$ cat config.mk
export PLATFORM = sky130hd
export DESIGN_NAME = soft_timer_bank
export DESIGN_NICKNAME = d
export VERILOG_FILES = /design/src/rtl/core/stb_pkg.sv /design/src/rtl/core/stb_timer.sv /design/src/rtl/core/soft_timer_bank.sv
export SDC_FILE = /design/constraint.sdc
export NUM_CORES = 1
export LEC_CHECK = 0
export BUFFER_PORTS_ARGS = -buffer_cell sky130_fd_sc_hd__buf_4
export CAP_MARGIN = 20
export CORE_MARGIN = 5
export CORE_UTILIZATION = 50
export DETAILED_ROUTE_END_ITERATION = 7
export PLACE_DENSITY = 0.69
export SYNTH_ARGS = -nofsm -noshare
export SYNTH_HDL_FRONTEND = slang
export SYNTH_HIERARCHICAL = 1
export SYNTH_SLANG_ARGS = --single-unit
export TNS_END_PERCENT = 1
$ cat constraint.sdc
create_clock -name clk -period 3.15 [get_ports clk]
set_clock_uncertainty 0.05 [all_clocks]
set_input_delay 0.315 -clock clk [delete_from_list [all_inputs] [get_ports clk]]
set_output_delay 0.315 -clock clk [all_outputs]
set_load 0.02 [all_outputs]
$ cat src/rtl/core/stb_pkg.sv
package stb_pkg;

  // command codes carried in the action field
  localparam logic [2:0] ACT_TICK   = 3'd0;
  localparam logic [2:0] ACT_ABORT  = 3'd1;
  localparam logic [2:0] ACT_ONCE   = 3'd2;
  localparam logic [2:0] ACT_REPEAT = 3'd3;
  localparam logic [2:0] ACT_READ   = 3'd4;

  // configuration register indexes
  localparam logic CFG_PERIOD_0 = 1'b0;
  localparam logic CFG_PERIOD_1 = 1'b1;

  localparam int unsigned PERIOD_W = 16;
  localparam logic [PERIOD_W-1:0] PERIOD_0_RST = 16'd15000;
  localparam logic [PERIOD_W-1:0] PERIOD_1_RST = 16'd12000;

  // one-hot command strobe for a single timer
  typedef struct packed {
    logic tick;
    logic abort;
    logic start_once;
    logic start_rep;
    logic read;
  } stb_cmd_t;

  typedef struct packed {
    logic flag;
    logic running;
  } stb_stat_t;

endpackage

$ cat src/rtl/core/stb_timer.sv
module stb_timer import stb_pkg::*; #(
  parameter int COUNT_WIDTH = 16
) (
  input  logic                clk,
  input  logic                rst_n,
  input  stb_cmd_t            cmd_i,
  input  logic [PERIOD_W-1:0] period_i,
  output stb_stat_t           stat_o,   // current state
  output stb_stat_t           nxt_o     // state after this cycle's command
);

  localparam int CMP_W = (COUNT_WIDTH > PERIOD_W) ? COUNT_WIDTH : PERIOD_W;

  localparam logic [1:0] MODE_STOPPED = 2'd0;
  localparam logic [1:0] MODE_ONCE    = 2'd1;
  localparam logic [1:0] MODE_REPEAT  = 2'd2;

  logic [1:0]             mode_r, mode_nxt;
  logic [COUNT_WIDTH-1:0] count_r, count_nxt;
  logic                   flag_r, flag_nxt;
  logic [COUNT_WIDTH-1:0] count_inc;
  logic                   expire;

  // count wraps at its own width, compare at the wider of the two
  assign count_inc = count_r + 1'b1;
  assign expire    = (CMP_W'(count_inc) >= CMP_W'(period_i));

  always_comb begin
    mode_nxt  = mode_r;
    count_nxt = count_r;
    flag_nxt  = flag_r;
    if (cmd_i.tick) begin
      if (mode_r == MODE_STOPPED) begin
        count_nxt = '0;
      end else if (!flag_r) begin
        if (expire) begin
          flag_nxt  = 1'b1;
          count_nxt = '0;
          if (mode_r == MODE_ONCE) begin
            mode_nxt = MODE_STOPPED;
          end
        end else begin
          count_nxt = count_inc;
        end
      end
    end else if (cmd_i.abort) begin
      mode_nxt = MODE_STOPPED;
    end else if (cmd_i.start_once || cmd_i.start_rep) begin
      if (mode_r == MODE_STOPPED) begin
        count_nxt = '0;
        mode_nxt  = cmd_i.start_once ? MODE_ONCE : MODE_REPEAT;
      end
    end else if (cmd_i.read) begin
      flag_nxt = 1'b0;
    end
  end

  always_ff @(posedge clk) begin
    if (!rst_n) begin
      mode_r  <= MODE_STOPPED;
      count_r <= '0;
      flag_r  <= 1'b0;
    end else begin
      mode_r  <= mode_nxt;
      count_r <= count_nxt;
      flag_r  <= flag_nxt;
    end
  end

  assign stat_o.flag    = flag_r;
  assign stat_o.running = (mode_r != MODE_STOPPED);
  assign nxt_o.flag     = flag_nxt;
  assign nxt_o.running  = (mode_nxt != MODE_STOPPED);

endmodule

$ cat src/rtl/core/soft_timer_bank.sv
// Bank of software timers, each stopped, one-shot or repeating, with a tick
// counter and a sticky expiry flag. Each input beat is one command: tick
// (advances every running timer whose flag is clear), abort, start one-shot,
// start repeating (start only acts on a stopped timer) or read-and-clear of a
// timer's flag. Every command yields exactly one result beat carrying the
// read flag (zero for anything but a read) plus the expiry and running masks
// of timers 0 and 1 after the command. Throughput is one command per clock
// unless out_tready stalls it, and each result is registered in the output
// register. All timers update in parallel with one increment and compare
// each, and the output register is the only buffer: in_tready stays high
// while that register is empty or being drained in the same cycle. Periods
// of timers 0 and 1 come from the config registers (reset 15000 and 12000);
// any further timers run with period zero. Config writes are taken every
// cycle and should only be issued while the bank is idle.
module soft_timer_bank import stb_pkg::*; #(
  parameter int TIMER_COUNT = 2,
  parameter int COUNT_WIDTH = 16
) (
  input  logic                clk,
  input  logic                rst_n,
  // command channel
  input  logic                in_tvalid,
  output logic                in_tready,
  input  logic [7:0]          in_tdata,   // [2:0] action, [3] timer_index, [7:4] zero
  // result channel
  output logic                out_tvalid,
  input  logic                out_tready,
  output logic [7:0]          out_tdata,  // [0] flag_value, [2:1] pending_flags,
                                          // [4:3] running_mask, [7:5] zero
  // config write channel
  input  logic                cfg_valid,
  output logic                cfg_ready,
  input  logic                cfg_index,
  input  logic [PERIOD_W-1:0] cfg_data
);

  localparam int MASK_W = 2;

  logic [2:0] action;
  logic       timer_index;
  logic       in_beat;

  assign action      = in_tdata[2:0];
  assign timer_index = in_tdata[3];
  assign in_beat     = in_tvalid && in_tready;

  // ---------------------------------------------------------------- config
  logic [PERIOD_W-1:0] period0_r, period1_r;

  assign cfg_ready = 1'b1;

  always_ff @(posedge clk) begin
    if (!rst_n) begin
      period0_r <= PERIOD_0_RST;
      period1_r <= PERIOD_1_RST;
    end else if (cfg_valid && cfg_ready) begin
      if (cfg_index == CFG_PERIOD_0) begin
        period0_r <= cfg_data;
      end else if (cfg_index == CFG_PERIOD_1) begin
        period1_r <= cfg_data;
      end
    end
  end

  // ---------------------------------------------------------------- decode
  stb_cmd_t base_cmd;

  always_comb begin
    base_cmd = '0;
    if (in_beat) begin
      case (action)
        ACT_TICK:   base_cmd.tick       = 1'b1;
        ACT_ABORT:  base_cmd.abort      = 1'b1;
        ACT_ONCE:   base_cmd.start_once = 1'b1;
        ACT_REPEAT: base_cmd.start_rep  = 1'b1;
        ACT_READ:   base_cmd.read       = 1'b1;
        default:    base_cmd            = '0;  // unused codes: no-op
      endcase
    end
  end

  // ---------------------------------------------------------------- timers
  logic [TIMER_COUNT-1:0] hit;       // timer addressed by timer_index
  logic [TIMER_COUNT-1:0] flag_cur;
  logic [TIMER_COUNT-1:0] flag_nxt;
  logic [TIMER_COUNT-1:0] run_cur;
  logic [TIMER_COUNT-1:0] run_nxt;

  for (genvar i = 0; i < TIMER_COUNT; i++) begin : g_timer
    stb_cmd_t            cmd;
    stb_stat_t           stat, nxt;
    logic [PERIOD_W-1:0] period;

    // only timers 0 and 1 can be addressed or configured
    if (i == 0) begin : g_t0
      assign hit[i] = (timer_index == 1'b0);
      assign period = period0_r;
    end else if (i == 1) begin : g_t1
      assign hit[i] = (timer_index == 1'b1);
      assign period = period1_r;
    end else begin : g_tn
      assign hit[i] = 1'b0;
      assign period = '0;
    end

    assign cmd.tick       = base_cmd.tick;
    assign cmd.abort      = base_cmd.abort      && hit[i];
    assign cmd.start_once = base_cmd.start_once && hit[i];
    assign cmd.start_rep  = base_cmd.start_rep  && hit[i];
    assign cmd.read       = base_cmd.read       && hit[i];

    stb_timer #(
      .COUNT_WIDTH(COUNT_WIDTH)
    ) u_timer (
      .clk     (clk),
      .rst_n   (rst_n),
      .cmd_i   (cmd),
      .period_i(period),
      .stat_o  (stat),
      .nxt_o   (nxt)
    );

    assign flag_cur[i] = stat.flag;
    assign run_cur[i]  = stat.running;
    assign flag_nxt[i] = nxt.flag;
    assign run_nxt[i]  = nxt.running;
  end

  // masks show timers 0 and 1 only
  logic [MASK_W-1:0] pend_mask, run_mask;

  for (genvar m = 0; m < MASK_W; m++) begin : g_mask
    if (m < TIMER_COUNT) begin : g_on
      assign pend_mask[m] = flag_nxt[m];
      assign run_mask[m]  = run_nxt[m];
    end else begin : g_off
      assign pend_mask[m] = 1'b0;
      assign run_mask[m]  = 1'b0;
    end
  end

  logic read_flag;
  assign read_flag = base_cmd.read && |(flag_cur & hit);

  // ---------------------------------------------------------------- output
  logic                out_tvalid_r, out_tvalid_nxt;
  logic [4:0]          out_data_r;

  assign in_tready      = !out_tvalid_r || out_tready;
  assign out_tvalid_nxt = in_beat || (out_tvalid_r && !out_tready);

  always_ff @(posedge clk) begin
    if (!rst_n) begin
      out_tvalid_r <= 1'b0;
    end else begin
      out_tvalid_r <= out_tvalid_nxt;
    end
  end

  always_ff @(posedge clk) begin
    if (in_beat) begin
      out_data_r <= {run_mask, pend_mask, read_flag};
    end
  end

  assign out_tvalid = out_tvalid_r;
  assign out_tdata  = {3'b000, out_data_r};

  // ---------------------------------------------------------------- checks
  // a non-read command never reports a flag
  a_flag_only_on_read: assert property (@(posedge clk) disable iff (!rst_n)
    (in_beat && action != ACT_READ) |=> !out_tdata[0])
    else $error("flag_value set for a non-read command");

  // expiry flags only rise on a tick
  a_flag_rise_on_tick: assert property (@(posedge clk) disable iff (!rst_n)
    !base_cmd.tick |=> ((flag_cur & ~$past(flag_cur)) == '0))
    else $error("expiry flag set without a tick");

  // a timer only starts running on a start command
  a_run_rise_on_start: assert property (@(posedge clk) disable iff (!rst_n)
    !(base_cmd.start_once || base_cmd.start_rep)
      |=> ((run_cur & ~$past(run_cur)) == '0))
    else $error("timer started without a start command");

endmodule

==> results of run 1 <==
flip-flops by register name (all words and copies together), names as in the netlist:
signal	cells
g_timer.u_timer/mode_r	4
out_data_r	5
g_timer.u_timer/count_r	32
g_timer.period	32
out_tvalid	1
g_timer.u_timer/flag_r	2
report_power, final:
part	leakage, uW	total, uW	internal, uW	switching (uW)
Clock	0.000116	867	512	355
Combinational	0.00155	175	70.9	104
Sequential	0.000631	1010	998	13.4
Total	0.00230	2050	1580	473
synth_stat cells, types with 10 or more instances:
master and number:
a21boi_0 13, a21oi_1 14, a22o_1 10, buf_4 12
dfxtp_1 71, ha_1 34, inv_1 40, nand2_1 123
nand3_1 28, nand4_1 31, nor2_1 34, o211ai_1 10
o21ai_0 12, xnor2_1 22
layout make-up:
class | count | area [um2]
flip-flops and latches | 76 | 1580
clock inverters | 3 | 67.6
fillers | 789 | 3560
repair buffers | 60 | 450
clock buffers | 13 | 169
multi-input cells | 426 | 2690
well taps | 108 | 135
inverters | 40 | 150
per-stage QoR:
step | setup WS, ps | area [um2] | TNS (ps)
3_5_place_dp | 30.8 | 4960 | 0
2_1_floorplan | 281 | 4560 | 0
4_1_cts | 16.6 | 5190 | 0
3_3_place_gp | 127 | 4960 | 0
6_report | 129 | 5240 | 0
5_1_grt | -14.6 | 5240 | -18.1
kinds of logic (layout without fill, tap and decap cells):
| kind of cell | after synthesis | count (layout) |
|---|---|---|
| mux | 1 | 1 |
| xor+xnor | 28 | 28 |
| flops | 76 | 76 |
| other cells | 2 | 4 |
| compound gates | 89 | 89 |
| simple gates | 270 | 270 |
| buf+inv | 72 | 116 |
| fa+ha+maj | 34 | 34 |
per-layer routing:
metal	part of all wire [%]	vias to the layer above	wire, um	global-route usage [%]
met5	0	-	0	0
met4	0.97	0	97	4.31
met3	4.8	8	476	4.58
met2	45	92	4490	28.9
met1	49	1846	4940	25.2
li1	-	2066	-	-
critical path, stage by stage (launching register included):
cell and delay, ps:
dfxtp_1 410, and4_4 280, nand3_1 110, buf_4 160, nor2_1 140, xor2_1 110
ha_1 310, nand2_1 100, nor3_2 160, or4b_4 500, buf_4 180, and3_4 190
a22o_1 220
final timing paths:
kind                                 start                             end  slack (ps)
max          g_timer[0].u_timer/count_r[7]  g_timer[0].u_timer/count_r[10]         130
min                           cfg_data[11]           g_timer[0].period[11]         140
max reg2reg  g_timer[0].u_timer/count_r[7]  g_timer[0].u_timer/count_r[10]         130
min reg2reg           g_timer[1].period[1]            g_timer[1].period[1]         410
what timing repair did:
action                     4_1_cts  5_1_grt
hold endpoints to repair         0        0
pin swaps                        0        3
cloned                           0        0
gates resized for setup          1       21
setup endpoints to repair        7       28
==> flow_metrics.tcl, run 1 <==
set metrics [dict create \
    status "finished clean" \
    n_antenna_cell 0 \
    synth_top_family_by_area "simple AND/OR/NAND/NOR gates" \
    layout_commonest_cell "nand2_1" \
    place_hpwl_um 7450 \
    synthAdderAreaFrac_pct 9.34 \
    power_leakage_uw 0.00230 \
    numCtsBuffers 9 \
    rsz0062_at_grt "yes" \
    syn_to_final_growth_pct 15.1 \
    htreeDepth 3 \
    yosys.area.top_type "dfxtp_1" \
    place_congestion 0.904 \
    synthArstFlopShare_pct 0 \
    antenna_found_initial 0 \
    yosysTopAreaCellShare_pct 31.2 \
    routedWlPerCell_um 13.8 \
    clk-insertion-delay-late_ps 340 \
    vias_per_cell 5.53 \
    drt_iter0_markers 141 \
    hp-class "in -> reg" \
    max_freq_ghz 0.331 \
    hold_depth 3 \
    synth_xor_area_share_pct 5.38 \
    path_clk_slew_ps 80 \
    netlist_top_cells_area "dfxtp_1 (31%), nand2_1 (10%), ha_1 (9.3%), nand4_1 (4.3%), xnor2_1 (4.2%)" \
    grt_max_degree 40 \
    cts_buffer_depth 2 \
    clockRootBuffer "clkbuf_8" \
    ys_ff_latch 76 \
    start_kind "register" \
    fin_crit_ps 3020 \
    cts_tree "yes" \
    die_area_mm2 0.0111 \
    syn_area_mm2 0.00455 \
    start_util_pct 51.7 \
    route.detailed.drc 0 \
    ir_drop_uv 257 \
    cts_hold_buffers 0 \
    synthSimpleGateAreaFrac_pct 29.0 \
    num_io_pins 41 \
    post_cts_buffers 0 \
    ant_nets 0 \
    slew_headroom_pct 29.9 \
    tightest_slew_ps 1050 \
    yosysWarnings 6 \
    cap_violations 0 \
    final_cell_mix "nand2_1 (123), dfxtp_1 (66), buf_4 (60), inv_1 (40)" \
    nets 677 \
    p_total_uw 2050 \
    cp_max_fo 7 \
    netlist_instances 572 \
    coreArea_mm2 0.00881 \
    grt_pass1_vias 3813 \
    grt_overflow 0 \
    clock-sinks 76 \
    synth-edff-count 5 \
    drt_first_pass_iters 5 \
    synth-main-ff-cell "dfxtp_1" \
    track_usage_pct 18.3 \
    fp.dieW_um 105 \
    portBuffers 32 \
    vias 4012 \
    crit_type "reg -> reg" \
    p_per_area_mw_per_mm2 392 \
    slew_viol_final 0 \
    setup_violations 0 \
    critPathRequiredTime_ps 3330 \
    wl_um 10000 \
    dp_cells 710 \
    synth_cell_type_count 47 \
    stdcell_count 726 \
    holdWs_ps 141 \
    end_kind "register" \
    finalCoreUtilization_pct 59.5 \
    rr_worst_depth 12 \
    synth.area.mux_share_pct 0.220 \
    finalHoldViolCount 0 \
    final_layout_size_suffix_gt1_share_pct 17.2 \
    synth_compound_area_share_pct 13.9 \
    arrival_ps 3210 \
    die_y_um 105 \
    finalCritPeriodShare_pct 95.9 \
    grt_first_pass_wirelength_um 17100 \
    ys_seq_area_share_pct 34.5 \
    avgSynthCellArea_um2 7.96 \
    rows 34 \
]
No activity file was read; power rests on OpenSTA's default activity.
==> run 2, diff against run 1 <==
==> constraint.sdc (replaced) <==
create_clock -name clk -period 3.15 [get_ports clk]
set_clock_uncertainty 0.05 [all_clocks]
set_input_delay 0.63 -clock clk [delete_from_list [all_inputs] [get_ports clk]]
set_output_delay 0.63 -clock clk [all_outputs]
set_load 0.02 [all_outputs]
==> flow_metrics.tcl, run 2 (same netlist as run 1, synthesis figures left out) <==
set metrics [dict create \
    status "finished clean" \
    clk-insertion-delay-late_ps 340 \
    nets 680 \
    drt_iter0_markers 168 \
    power_leakage_uw 0.00232 \
    track_usage_pct 18.8 \
    critPathRequiredTime_ps 3340 \
    cp_max_fo 15 \
    rsz0062_at_grt "no" \
    ant_nets 0 \
    clockRootBuffer "clkbuf_8" \
    rr_worst_depth 11 \
    layout_commonest_cell "nand2_1" \
    place_hpwl_um 7620 \
    ir_drop_uv 240 \
    critPathCapture "g_timer[0].u_timer/count_r[12]" \
    wl_um 10300 \
    hp-class "reg -> reg" \
    cap_violations 0 \
    die_area_mm2 0.0111 \
    p_per_area_mw_per_mm2 376 \
    coreArea_mm2 0.00881 \
    stdcell_area_mm2 0.00529 \
    reg2reg_to "g_timer[0].u_timer/count_r[12]" \
    place_congestion 0.897 \
    portBuffers 32 \
    fillers 791 \
    setup_violations 0 \
    htreeDepth 3 \
    path_clk_slew_ps 80 \
    syn_to_final_growth_pct 16.0 \
    slew_headroom_pct 59.6 \
    fp.dieW_um 105 \
    stdcell_count 729 \
    crit_type "reg -> reg" \
    cts_buffer_depth 2 \
    placed_area_mm2 0.00498 \
    final_cell_mix "nand2_1 (123), dfxtp_1 (63), buf_4 (62), inv_1 (40)" \
    antenna_found_initial 0 \
    vias 4124 \
    final_layout_size_suffix_gt1_share_pct 18.4 \
    end_kind "register" \
    r2r_setup_slack_ps 180 \
    grt_pass1_vias 4082 \
    fin_setup_tns_ps 0 \
    multi_input_area_mm2 0.00273 \
    numCtsBuffers 9 \
    route.detailed.drc 0 \
    tightest_slew_ps 606 \
    n_antenna_cell 0 \
    slew_viol_final 0 \
    regToRegStartpoint "g_timer[0].u_timer/count_r[1]" \
    grt_max_degree 40 \
    routedWlPerCell_um 14.2 \
    dp_cells 711 \
    arrival_ps 3160 \
    die_y_um 105 \
    seqCellArea_mm2 0.00158 \
    start_kind "register" \
    cts_hold_buffers 0 \
    vias_per_cell 5.66 \
    drt_first_pass_iters 4 \
    finalCritPeriodShare_pct 94.3 \
    fin_crit_ps 2970 \
    cts_tree "yes" \
    clock-sinks 76 \
    grt_first_pass_wirelength_um 17600 \
    start_util_pct 51.7 \
    worst_slack_ps 179 \
    finalHoldViolCount 0 \
    rows 34 \
    max_freq_ghz 0.337 \
    finalCoreUtilization_pct 60.0 \
    pre_cts_ws_ps 51.2 \
    num_io_pins 41 \
    grt_overflow 0 \
    crit_path_start "g_timer[0].u_timer/count_r[1]" \
]
==> run 2: cell types whose count changed in the layout (fill, tap and decap cells not counted), sizes merged <==
| cell | before | now |
|---|---|---|
| clkinvlp | 1 | 0 |
| buf | 60 | 63 |
| clkinv | 0 | 4 |
| clkbuf | 13 | 10 |
==> run 2: metal layers <==
layer | vias up | track usage [%] | wire length, um
met5 | - | 0 | 0
li1 | 2070 | - | -
met2 | 101 | 30.8 | 4880
met3 | 12 | 4.65 | 640
met1 | 1941 | 24.1 | 4700
met4 | 0 | 6.47 | 117
==> run 2: final cells by class <==
| type | instances | share of cell area [%] |
|---|---|---|
| tap | 108 | 2.56 |
| clock buffer | 10 | 2.41 |
| clock inverter | 6 | 1.49 |
| timing repair buffer | 63 | 9.19 |
| sequential | 76 | 29.9 |
| inverter | 40 | 2.84 |
| multi-input combinational | 426 | 51.6 |
==> run 2: stage by stage <==
stage	total power [uW]	hold slack, ps
after floorplan	1150	385
after global placement	1200	397
after detailed placement	1210	407
after CTS	2010	419
after global routing	2070	435
final	1990	414
==> run 2: timing repair <==
item	in CTS	in global routing
setup buffers	0	2
setup endpoints to repair	0	34
resized for setup	0	31
==> run 2: worst min-delay path by stage <==
stage	depth (start not counted)	from	slack [ps]	to
floorplan	2	g_timer[1].period[1]	390	g_timer[1].period[1]
global placement	2	g_timer[1].period[1]	400	g_timer[1].period[1]
detailed placement	2	g_timer[0].period[9]	410	g_timer[0].period[9]
CTS	2	g_timer[1].period[4]	420	g_timer[1].period[4]
global route	2	g_timer[0].period[9]	430	g_timer[0].period[9]
finish	2	g_timer[1].period[1]	410	g_timer[1].period[1]
==> run 2: critical path: stages, from the launching register on <==
cell	delay, ps
dfxtp_1	350
ha_1	190
and4_4	280
nand4_1	190
xnor2_1	180
ha_1	280
nand2_1	80
nor3_4	190
or4b_1	440
buf_4	210
and3_4	210
a22o_1	230
==> run 2: report_power, final <==
group	total (uW)	switching [uW]	internal, uW
registers	1010	13.5	998
clock network	795	355	440
logic	181	108	73.0
total	1990	476	1510
